--- config.mk ---
export PLATFORM = sky130hd
export DESIGN_NAME = multi_lane_byte_hash_256_unit_flat
export DESIGN_NICKNAME = d
export VERILOG_FILES = /design/src/rtl/core/mlbh_pkg.sv /design/src/rtl/core/mlbh_byte_if.sv /design/src/rtl/core/mlbh_digest_if.sv /design/src/rtl/core/mlbh_lane_step.sv /design/src/rtl/core/mlbh_out_skid.sv /design/src/rtl/core/multi_lane_byte_hash_256_unit.sv /design/src/flat_wrapper.sv
export SDC_FILE = /design/constraint.sdc
export NUM_CORES = 2
export LEC_CHECK = 0
export ABC_AREA = 0
export BUFFER_PORTS_ARGS = -buffer_cell sky130_fd_sc_hd__buf_2
export CAP_MARGIN = 20
export CORE_MARGIN = 4
export CORE_UTILIZATION = 40
export DETAILED_ROUTE_END_ITERATION = 10
export SYNTH_ARGS = -nofsm -noshare
export SYNTH_HDL_FRONTEND = slang
export SYNTH_HIERARCHICAL = 1
export SYNTH_SLANG_ARGS = --single-unit
--- constraint.sdc ---
create_clock -name clk -period 35.3 [get_ports clk]
set_input_delay 3.53 -clock clk [delete_from_list [all_inputs] [get_ports clk]]
set_output_delay 3.53 -clock clk [all_outputs]
set_load 0.05 [all_outputs]
--- src/rtl/core/mlbh_pkg.sv ---
// ----------------------------------------------------------------------------
// mlbh_pkg: shared types and constants of the four-lane byte hash
// Lane start values, multiplier and mixing constants, and digest types.
// ----------------------------------------------------------------------------
`default_nettype none

package mlbh_pkg;

    localparam int unsigned LaneMax   = 4;
    localparam int unsigned LaneWidth = 64;
    localparam int unsigned ByteWidth = 8;

    typedef logic [LaneWidth-1:0] lane_t;
    typedef logic [ByteWidth-1:0] byte_t;
    typedef lane_t [LaneMax-1:0]  digest_t;

    localparam lane_t LaneStart [LaneMax] = '{
        64'd1469598103934665603,
        64'd1099511628211,
        64'h9e3779b97f4a7c15,
        64'hd6e8feb86659fd93
    };

    localparam lane_t       FnvPrime     = 64'd1099511628211;
    localparam int unsigned PrimeShift   = 40;
    localparam lane_t       PrimeLow     = FnvPrime - (64'd1 << PrimeShift);
    localparam int unsigned LaneAddStep  = 41;
    localparam int unsigned FoldShift    = 29;

endpackage

`default_nettype wire

--- src/rtl/core/mlbh_byte_if.sv ---
// ----------------------------------------------------------------------------
// mlbh_byte_if: message byte channel
// Valid/ready channel that carries one message byte and its flags per beat.
// ----------------------------------------------------------------------------
`default_nettype none

interface mlbh_byte_if;

    logic                 valid;
    logic                 ready;
    mlbh_pkg::byte_t      data_byte;
    logic                 has_byte;
    logic                 end_of_message;

    modport source (
        output valid,
        output data_byte,
        output has_byte,
        output end_of_message,
        input  ready
    );

    modport sink (
        input  valid,
        input  data_byte,
        input  has_byte,
        input  end_of_message,
        output ready
    );

endinterface

`default_nettype wire

--- src/rtl/core/mlbh_digest_if.sv ---
// ----------------------------------------------------------------------------
// mlbh_digest_if: digest channel
// Valid/ready channel that carries one 256-bit digest as four lanes per beat.
// ----------------------------------------------------------------------------
`default_nettype none

interface mlbh_digest_if;

    logic                 valid;
    logic                 ready;
    mlbh_pkg::lane_t      digest_lane0;
    mlbh_pkg::lane_t      digest_lane1;
    mlbh_pkg::lane_t      digest_lane2;
    mlbh_pkg::lane_t      digest_lane3;

    modport source (
        output valid,
        output digest_lane0,
        output digest_lane1,
        output digest_lane2,
        output digest_lane3,
        input  ready
    );

    modport sink (
        input  valid,
        input  digest_lane0,
        input  digest_lane1,
        input  digest_lane2,
        input  digest_lane3,
        output ready
    );

endinterface

`default_nettype wire

--- src/rtl/core/mlbh_lane_step.sv ---
// ----------------------------------------------------------------------------
// mlbh_lane_step: one hash lane update
// XOR in the offset byte, multiply by the lane prime as shift plus small
// constant product, then fold the upper bits down.
// ----------------------------------------------------------------------------
`default_nettype none

module mlbh_lane_step #(
    parameter int unsigned LANE_IDX = 0
) (
    input  wire mlbh_pkg::lane_t lane,
    input  wire mlbh_pkg::byte_t data_byte,
    output mlbh_pkg::lane_t      lane_next
);
    import mlbh_pkg::*;

    localparam lane_t LaneAdd   = lane_t'(LaneAddStep * LANE_IDX);
    localparam lane_t LanePrime = PrimeLow + lane_t'(2 * LANE_IDX);

    lane_t mixed;
    lane_t product;

    assign mixed     = lane ^ (lane_t'(data_byte) + LaneAdd);
    assign product   = (mixed << PrimeShift) + (mixed * LanePrime);
    assign lane_next = product ^ (product >> FoldShift);

endmodule

`default_nettype wire

--- src/rtl/core/mlbh_out_skid.sv ---
// ----------------------------------------------------------------------------
// mlbh_out_skid: digest output register with skid stage
// Two-entry output buffer; input side stays open while one digest waits.
// ----------------------------------------------------------------------------
`default_nettype none

module mlbh_out_skid (
    input  wire                    clk,
    input  wire                    rst_n,
    input  wire                    push,
    input  wire mlbh_pkg::digest_t push_digest,
    output logic                   space,
    mlbh_digest_if.source          digest
);
    import mlbh_pkg::*;

    logic    out_valid_reg;
    digest_t out_data_reg;
    logic    skid_valid_reg;
    digest_t skid_data_reg;
    logic    out_free;

    assign out_free = !out_valid_reg || digest.ready;
    assign space    = !skid_valid_reg;

    always_ff @(posedge clk or negedge rst_n)
    begin
        if (!rst_n)
        begin
            out_valid_reg  <= 1'b0;
            skid_valid_reg <= 1'b0;
        end
        else if (out_free)
        begin
            out_valid_reg  <= skid_valid_reg || push;
            skid_valid_reg <= 1'b0;
        end
        else if (push)
        begin
            skid_valid_reg <= 1'b1;
        end
    end

    always_ff @(posedge clk)
    begin
        if (out_free)
        begin
            out_data_reg <= skid_valid_reg ? skid_data_reg : push_digest;
        end
        else if (push)
        begin
            skid_data_reg <= push_digest;
        end
    end

    assign digest.valid        = out_valid_reg;
    assign digest.digest_lane0 = out_data_reg[0];
    assign digest.digest_lane1 = out_data_reg[1];
    assign digest.digest_lane2 = out_data_reg[2];
    assign digest.digest_lane3 = out_data_reg[3];

endmodule

`default_nettype wire

--- src/rtl/core/multi_lane_byte_hash_256_unit.sv ---
// ----------------------------------------------------------------------------
// multi_lane_byte_hash_256_unit: four-lane byte hash with 256-bit digest
//
// byte_stream takes one beat per message byte (has_byte = 1) and marks the
// last beat with end_of_message; a beat with has_byte = 0 and the end flag
// finishes a message, an empty one included. digest gives one beat per
// message with lanes 0 to 3; lanes at or above LANE_COUNT read as zero.
// A beat is taken whenever ready is high: each lane update is one constant
// multiply with XOR and shift between the lane registers, so throughput is one
// byte per cycle while ready is high. Each digest is registered at the output.
// At reset the lanes load their start values and both output entries empty.
// When digest stalls, one more digest parks in the skid stage; byte_stream
// keeps taking byte beats until that second digest fills the skid stage,
// then ready drops until digest takes a beat.
// ----------------------------------------------------------------------------
`default_nettype none

module multi_lane_byte_hash_256_unit #(
    parameter int unsigned LANE_COUNT = 4
) (
    input  wire           clk,
    input  wire           rst_n,
    mlbh_byte_if.sink     byte_stream,
    mlbh_digest_if.source digest
);
    import mlbh_pkg::*;

    logic    accept;
    logic    space;
    logic    push;
    digest_t push_digest;
    lane_t   lanes_reg [LANE_COUNT];

    assign byte_stream.ready = space;
    assign accept            = byte_stream.valid && space;
    assign push              = accept && byte_stream.end_of_message;

    for (genvar j = 0; j < LaneMax; j++)
    begin : g_lane
        if (j < LANE_COUNT)
        begin : g_active
            lane_t stepped;
            lane_t lane_next;

            mlbh_lane_step #(
                .LANE_IDX (j)
            ) u_step (
                .lane      (lanes_reg[j]),
                .data_byte (byte_stream.data_byte),
                .lane_next (stepped)
            );

            assign lane_next      = byte_stream.has_byte ? stepped : lanes_reg[j];
            assign push_digest[j] = lane_next;

            always_ff @(posedge clk or negedge rst_n)
            begin
                if (!rst_n)
                begin
                    lanes_reg[j] <= LaneStart[j];
                end
                else if (accept)
                begin
                    lanes_reg[j] <= byte_stream.end_of_message ? LaneStart[j] : lane_next;
                end
            end
        end
        else
        begin : g_absent
            assign push_digest[j] = '0;
        end
    end

    mlbh_out_skid u_out (
        .clk         (clk),
        .rst_n       (rst_n),
        .push        (push),
        .push_digest (push_digest),
        .space       (space),
        .digest      (digest)
    );

endmodule

`default_nettype wire

--- src/flat_wrapper.sv ---
// flat-port wrapper written by rule: the top's interface ports become plain ports
module multi_lane_byte_hash_256_unit_flat import mlbh_pkg::*;
#(
    parameter int unsigned LANE_COUNT = 4
)
  (clk, rst_n, byte_stream_valid, byte_stream_data_byte, byte_stream_has_byte, byte_stream_end_of_message, byte_stream_ready, digest_valid, digest_digest_lane0, digest_digest_lane1, digest_digest_lane2, digest_digest_lane3, digest_ready);
  mlbh_byte_if byte_stream_i ();
  mlbh_digest_if digest_i ();
  input  wire clk;
  input  wire rst_n;
  input wire logic [$bits(byte_stream_i.valid)-1:0] byte_stream_valid;
  input wire logic [$bits(byte_stream_i.data_byte)-1:0] byte_stream_data_byte;
  input wire logic [$bits(byte_stream_i.has_byte)-1:0] byte_stream_has_byte;
  input wire logic [$bits(byte_stream_i.end_of_message)-1:0] byte_stream_end_of_message;
  output wire logic [$bits(byte_stream_i.ready)-1:0] byte_stream_ready;
  output wire logic [$bits(digest_i.valid)-1:0] digest_valid;
  output wire logic [$bits(digest_i.digest_lane0)-1:0] digest_digest_lane0;
  output wire logic [$bits(digest_i.digest_lane1)-1:0] digest_digest_lane1;
  output wire logic [$bits(digest_i.digest_lane2)-1:0] digest_digest_lane2;
  output wire logic [$bits(digest_i.digest_lane3)-1:0] digest_digest_lane3;
  input wire logic [$bits(digest_i.ready)-1:0] digest_ready;
  assign byte_stream_i.valid = byte_stream_valid;
  assign byte_stream_i.data_byte = byte_stream_data_byte;
  assign byte_stream_i.has_byte = byte_stream_has_byte;
  assign byte_stream_i.end_of_message = byte_stream_end_of_message;
  assign byte_stream_ready = byte_stream_i.ready;
  assign digest_valid = digest_i.valid;
  assign digest_digest_lane0 = digest_i.digest_lane0;
  assign digest_digest_lane1 = digest_i.digest_lane1;
  assign digest_digest_lane2 = digest_i.digest_lane2;
  assign digest_digest_lane3 = digest_i.digest_lane3;
  assign digest_i.ready = digest_ready;
  multi_lane_byte_hash_256_unit #(.LANE_COUNT(LANE_COUNT)) u_core (.clk(clk), .rst_n(rst_n), .byte_stream(byte_stream_i), .digest(digest_i));
endmodule
; Word level (Yosys, flattened, before mapping)
; Cells that the tools add are included.
[word_totals]
reg_bits = 770
latch_bits = 0
mem_bits_rw = 0
romBits = 0
input_bits = 14
out_inout_bits = 258
memories = 0
[op_classes]
add_sub_neg = 7
multipliers = 4
div = 0
order_cmp = 0
eq_ne = 0
n_shift = 0
muxes = 11
bitwise = 9
n_reduce_logical = 8
[ops]
columns = cell, n
row1 = 64-bit two-way mux, 8
row2 = 64-bit adder, 4
row3 = "64-bit by 9-bit multiplier with 64-bit output, second input constant", 4
row4 = 256-bit two-way mux, 1
row5 = 64-bit by 35-bit bitwise XOR with 64-bit output, 4
row6 = 64-bit bitwise XOR, 3
row7 = 64-bit by 8-bit bitwise XOR with 64-bit output, 1
row8 = "8-bit by 7-bit adder with 9-bit output, second input constant", 2
row9 = "8-bit by 6-bit adder with 9-bit output, second input constant", 1
row10 = 1-bit logical AND, 2
row11 = 1-bit zero test, 2
row12 = 1-bit logical OR, 2
row13 = 1-bit two-way mux, 2
row14 = 2-bit AND reduction, 1
row15 = 2-bit nonzero test, 1
row16 = 1-bit inverter, 1

; Longest topological paths before layout
[depth]
depth_word = 7
mapped_depth = 29
ltp_nobuf = 29

; Cells and area by module
; The synthesis kept the hierarchy.
[by_module_without_submodules]
columns = mod, instances, cells_each, area_each_um2, seq_area_each_um2
row1 = mlbh_out_skid, 1, 806, 19398.6, 15424.8
row2 = multi_lane_byte_hash_256_unit, 1, 1509, 15456.1, 6546.3
row3 = mlbh_lane_step at u_core.g_lane[2].g_active.u_step, 1, 1460, 13464.2, 0.0
row4 = mlbh_lane_step at u_core.g_lane[1].g_active.u_step, 1, 1316, 12572.1, 0.0
row5 = mlbh_lane_step at u_core.g_lane[0].g_active.u_step, 1, 1454, 12361.9, 0.0
row6 = mlbh_lane_step at u_core.g_lane[3].g_active.u_step, 1, 1303, 12334.3, 0.0

; Worst setup path before layout
; OpenSTA, ideal clock, no wires.
[synth_path]
kind = input to register
from = in digest_ready
to = reg u_core/u_out/skid_data_reg[0] (netlist name), enable pin
setup_time_ns = 3.135
arrival_time_ns = 30.255
setup_slack_ns = 1.910
cell_stages = 2
path_buffers = 0
path_cell_list = nand2b_1 nor2_1
[synth_via]
elab_chain_len = 3
[synth_rtl]
columns = element, line
row1 = start: declaration, flat_wrapper.sv:21  ; input wire logic [$bits(digest_i.ready)-1:0] digest_ready;
row2 = 1-bit logical OR, mlbh_out_skid.sv:23  ; assign out_free = !out_valid_reg || digest.ready;
row3 = 1-bit inverter (no line), -
row4 = 2-bit AND reduction (no line), -
row5 = end signal: assignment, mlbh_out_skid.sv:52  ; skid_data_reg <= push_digest;
row6 = end: declaration, mlbh_out_skid.sv:20  ; digest_t skid_data_reg;
; No other way between the ends.
; A chain may end at the register's enable or synchronous reset.

; Worst setup path in the final report
[layout_path]
from = in byte_stream_data_byte[0]
to = reg u_core.u_out.out_data_reg, in the netlist u_core/u_out/digest.digest_lane1[20] (data pin)
[layout_via]
elab_chain_len = 7
[layout_rtl]
columns = element, line
row1 = start: declaration, flat_wrapper.sv:12  ; input wire logic [$bits(byte_stream_i.data_byte)-1:0] byte_stream_data_byte;
row2 = 8-bit by 6-bit adder with 9-bit output *, mlbh_lane_step.sv:23  ; assign mixed = lane ^ (lane_t'(data_byte) + LaneAdd);
row3 = 64-bit bitwise XOR *, mlbh_lane_step.sv:23
row4 = 64-bit by 9-bit multiplier with 64-bit output, mlbh_lane_step.sv:24  ; assign product = (mixed << PrimeShift) + (mixed * LanePrime);
row5 = 64-bit adder *, mlbh_lane_step.sv:24
row6 = 64-bit by 35-bit bitwise XOR with 64-bit output *, mlbh_lane_step.sv:25  ; assign lane_next = product ^ (product >> FoldShift);
row7 = named net u_core.g_lane[1].g_active.stepped[20], multi_lane_byte_hash_256_unit.sv:42  ; lane_t stepped;
row8 = 64-bit two-way mux *, multi_lane_byte_hash_256_unit.sv:53  ; assign lane_next = byte_stream.has_byte ? stepped : lanes_reg[j];
row9 = named net u_core.g_lane[1].g_active.lane_next[20], multi_lane_byte_hash_256_unit.sv:43  ; lane_t lane_next;
row10 = 256-bit two-way mux *, mlbh_out_skid.sv:48  ; out_data_reg <= skid_valid_reg ? skid_data_reg : push_digest;
row11 = end signal: assignment, mlbh_out_skid.sv:48
row12 = end: declaration, mlbh_out_skid.sv:18  ; digest_t out_data_reg;
; The timed path passes the listed nets; every way through them passes the cells marked *.

==> results.json <==
{
  "outcome": "finished clean",
  "h-tree-depth": 3,
  "routed_wirelength_um": 269000,
  "synth_top_family_by_area": "adder cells",
  "boundaryPins": 272,
  "cp_max_fo": 8,
  "antenna_left": 0,
  "syn_area_per_cell_sq_um": 10.9,
  "period_share": 0.309,
  "critical_path_required_ns": 35.84,
  "syn-num-nets": 9669,
  "fill_cells": 20164,
  "synth-warning-count": 6,
  "via_per_inst": 5.40,
  "r2r_end": "u_core/u_out/digest.digest_lane2[13]$_DFFE_PP_",
  "dieArea_sq_mm": 0.221,
  "ctsLongestPathBuffers": 3,
  "place_inst": 10671,
  "clock-sinks": 770,
  "r2r_start": "u_core/lanes_reg[69]$_DFFE_PN0P_",
  "drive_gt1_frac": 0.153,
  "synth_compound_area_frac": 0.121,
  "instances_no_fill": 10862,
  "skew_ns": 0.0436,
  "cts_tree": "yes",
  "hold_buffers": 0,
  "synthMuxAreaShare": 0.0606,
  "rsz0062_at_grt": "no",
  "grt_pass1_wl_um": 405000,
  "worst_skew_pair.late_latency_ns": 0.78,
  "grt_max_degree": 146,
  "die_y_um": 471,
  "multiInputGateArea_sq_mm": 0.0556,
  "synthAdderAreaFrac": 0.351,
  "r2r_slack_ns": 27.48,
  "worstSetupEndpoint": "u_core/u_out/digest.digest_lane1[20]$_DFFE_PP_",
  "fin_setup_tns_ns": 0,
  "area_growth_pct": 8.27,
  "synth-edff-count": 512,
  "rows": 169,
  "drc": 0,
  "fin_nets": 9771,
  "cts_resized": 0,
  "max_slew.worst_pin.slew_ns": 1.31,
  "via_count": 58647,
  "path_clk_slew_ns": 0.06,
  "synthCells": 7848,
  "whs_ns": 0.525,
  "period_needed_ns": 10.90,
  "antenna_found_initial": 13,
  "critPathLaunchType": "input pin",
  "cts-root-buf": "clkbuf_16",
  "dr.pass1.iters": 7,
  "synth_top_flop_cell": "edfxtp_1",
  "dp_hpwl_um": 213000,
  "setup_viol": 0,
  "worstSetupPathType": "in2reg",
  "startpoint": "byte_stream_data_byte[0]",
  "drt-initial-drc-count": 4392,
  "hold_viol_final": 0,
  "routedWlPerCell_um": 24.7,
  "setup_ws_ns": 24.40,
  "cp.arrival_ns": 11.44,
  "post_cts_buffers": 0,
  "synthXorXnorAreaFrac": 0.0603,
  "port_buffers": 271,
  "worst_setup_path_end_kind": "flip-flop",
  "grt_use_total": 0.243,
  "maxCapViolCount": 0,
  "seq_area_frac_synth": 0.257,
  "grt_overflow": 0,
  "dieWidth_um": 471,
  "synth_cell_types": 127,
  "cts_buffers": 98,
  "coreArea_sq_mm": 0.213,
  "seqCellArea_sq_mm": 0.0220,
  "place_ws_ns": 23.61,
  "maxSlewHeadroom": 0.118,
  "async_flop_share": 0.335,
  "synth-simple-area-share": 0.0571,
  "hp-class": "reg2reg",
  "ys_ff_latch": 770,
  "grt_pass1_vias": 61206,
  "place_congestion": 0.988,
  "reg2reg_depth": 22,
  "slew_viol_final": 0,
  "max_freq_mhz": 91.7,
  "synth_area_sq_mm": 0.0856,
  "start_util": 0.403
}
metal layers:
metal  track usage  vias to the layer above  wire [um]
li1              -                    26617          -
met1         0.333                    30076     119000
met2         0.399                     1624     126000
met3        0.0292                      330      13500
met4        0.0806                        0       9990
met5             0                        -          0
through the flow:
step | instance area [sq um] | util
finish | 92700 | 0.436
detailed placement | 89200 | 0.420
floorplan | 85600 | -
global placement | 89200 | 0.420
global route | 92700 | 0.436
CTS | 92600 | 0.436
final cells by class:
class,instances,area share
sequential,770,0.237
inverter,1666,0.0676
multi-input combinational,5097,0.601
clock inverter,68,0.00917
clock buffer,117,0.0279
timing repair buffer,317,0.0194
antenna,6,0.000162
tap,2821,0.0381
cells in the final DEF (no fill, tap or decap), types with 20 or more instances in the layout:
master | synthesis | layout
nand4_1 | 172 | 172
a21o_1 | 149 | 149
o221a_2 | 26 | 26
nor2_1 | 124 | 123
dfstp_2 | 112 | 112
or3_1 | 84 | 84
o22a_1 | 38 | 38
xor2_1 | 204 | 204
o21a_1 | 44 | 44
a32o_1 | 26 | 26
edfxtp_1 | 512 | 512
a211oi_1 | 21 | 21
clkbuf_16 | 0 | 99
o221ai_1 | 125 | 125
o21ai_0 | 253 | 252
o221a_1 | 50 | 50
ha_1 | 815 | 815
a31oi_1 | 29 | 29
xnor2_1 | 341 | 341
inv_1 | 1666 | 1665
nand2_1 | 330 | 330
fa_1 | 992 | 992
a21oi_1 | 245 | 245
buf_4 | 27 | 41
nor2b_1 | 20 | 20
nor3_1 | 35 | 35
and2_1 | 23 | 22
buf_2 | 107 | 267
a21bo_2 | 119 | 119
dfrtp_1 | 146 | 145
o21bai_1 | 37 | 37
mux2_2 | 192 | 192
mux2_4 | 201 | 201
nand3_1 | 55 | 55
o21ai_1 | 19 | 20
and3_1 | 39 | 39
worst min-delay path by stage:
stage               slack [ns]                                      start  cells after the start                                            end
global placement          0.51            u_core/lanes_reg[3]$_DFFE_PN0P_                      1                u_core/lanes_reg[3]$_DFFE_PN0P_
global route              0.54  u_core/u_out/skid_data_reg[135]$_DFFE_PP_                      1  u_core/u_out/digest.digest_lane2[7]$_DFFE_PP_
finish                    0.53           u_core/lanes_reg[62]$_DFFE_PN1P_                      1               u_core/lanes_reg[62]$_DFFE_PN1P_
CTS                       0.53  u_core/u_out/skid_data_reg[135]$_DFFE_PP_                      1  u_core/u_out/digest.digest_lane2[7]$_DFFE_PP_
floorplan                 0.50            u_core/lanes_reg[3]$_DFFE_PN0P_                      1                u_core/lanes_reg[3]$_DFFE_PN0P_
detailed placement        0.52           u_core/lanes_reg[62]$_DFFE_PN1P_                      1               u_core/lanes_reg[62]$_DFFE_PN1P_
Yosys cell counts (all sizes together) (125+ instances only):
library cell / n / area, sq um
nand4: 175 / 1110
inv: 1666 / 6250
a21oi: 258 / 1360
o221ai: 125 / 1090
edfxtp: 512 / 15400
buf: 177 / 1200
nor2: 126 / 478
mux2: 393 / 5180
ha: 815 / 10200
xnor2: 341 / 2990
clkbuf: 138 / 546
a21o: 152 / 1140
nand2: 331 / 1240
o21ai: 280 / 1430
fa: 992 / 19900
dfrtp: 146 / 3650
xor2: 208 / 1850
critical path, stage by stage:
cell      delay (ns)
buf_2           0.28
ha_1            0.32
a21oi_1         0.33
nor2b_1         0.08
nor2_1          0.25
nor2_1          0.15
xor2_1          0.64
ha_1            0.40
xor2_1          0.18
ha_1            0.20
a31oi_1         0.22
fa_1            0.45
inv_1           0.08
fa_1            0.41
ha_1            0.28
ha_1            0.39
and3_1          0.30
nand4_1         0.11
a21oi_1         0.32
o211ai_1        0.19
a21o_1          0.29
o21a_1          0.29
o21ai_1         0.20
xor2_1          0.60
xnor2_1         0.32
nand2_1         0.12
o21ai_0         0.14
mux2_4          0.33
logic make-up after synthesis:
kind of cell / Yosys count
buffers and inverters: 1981
adder cells (fa/ha/maj): 1808
AO/OA/AOI/OAI: 1376
AND/OR/NAND/NOR: 956
flip-flops: 770
XOR/XNOR: 563
multiplexers: 394
Power is left out: the tool's default activity adds up to more than one toggle a clock period on the data nets, which glitch-free logic cannot reach.
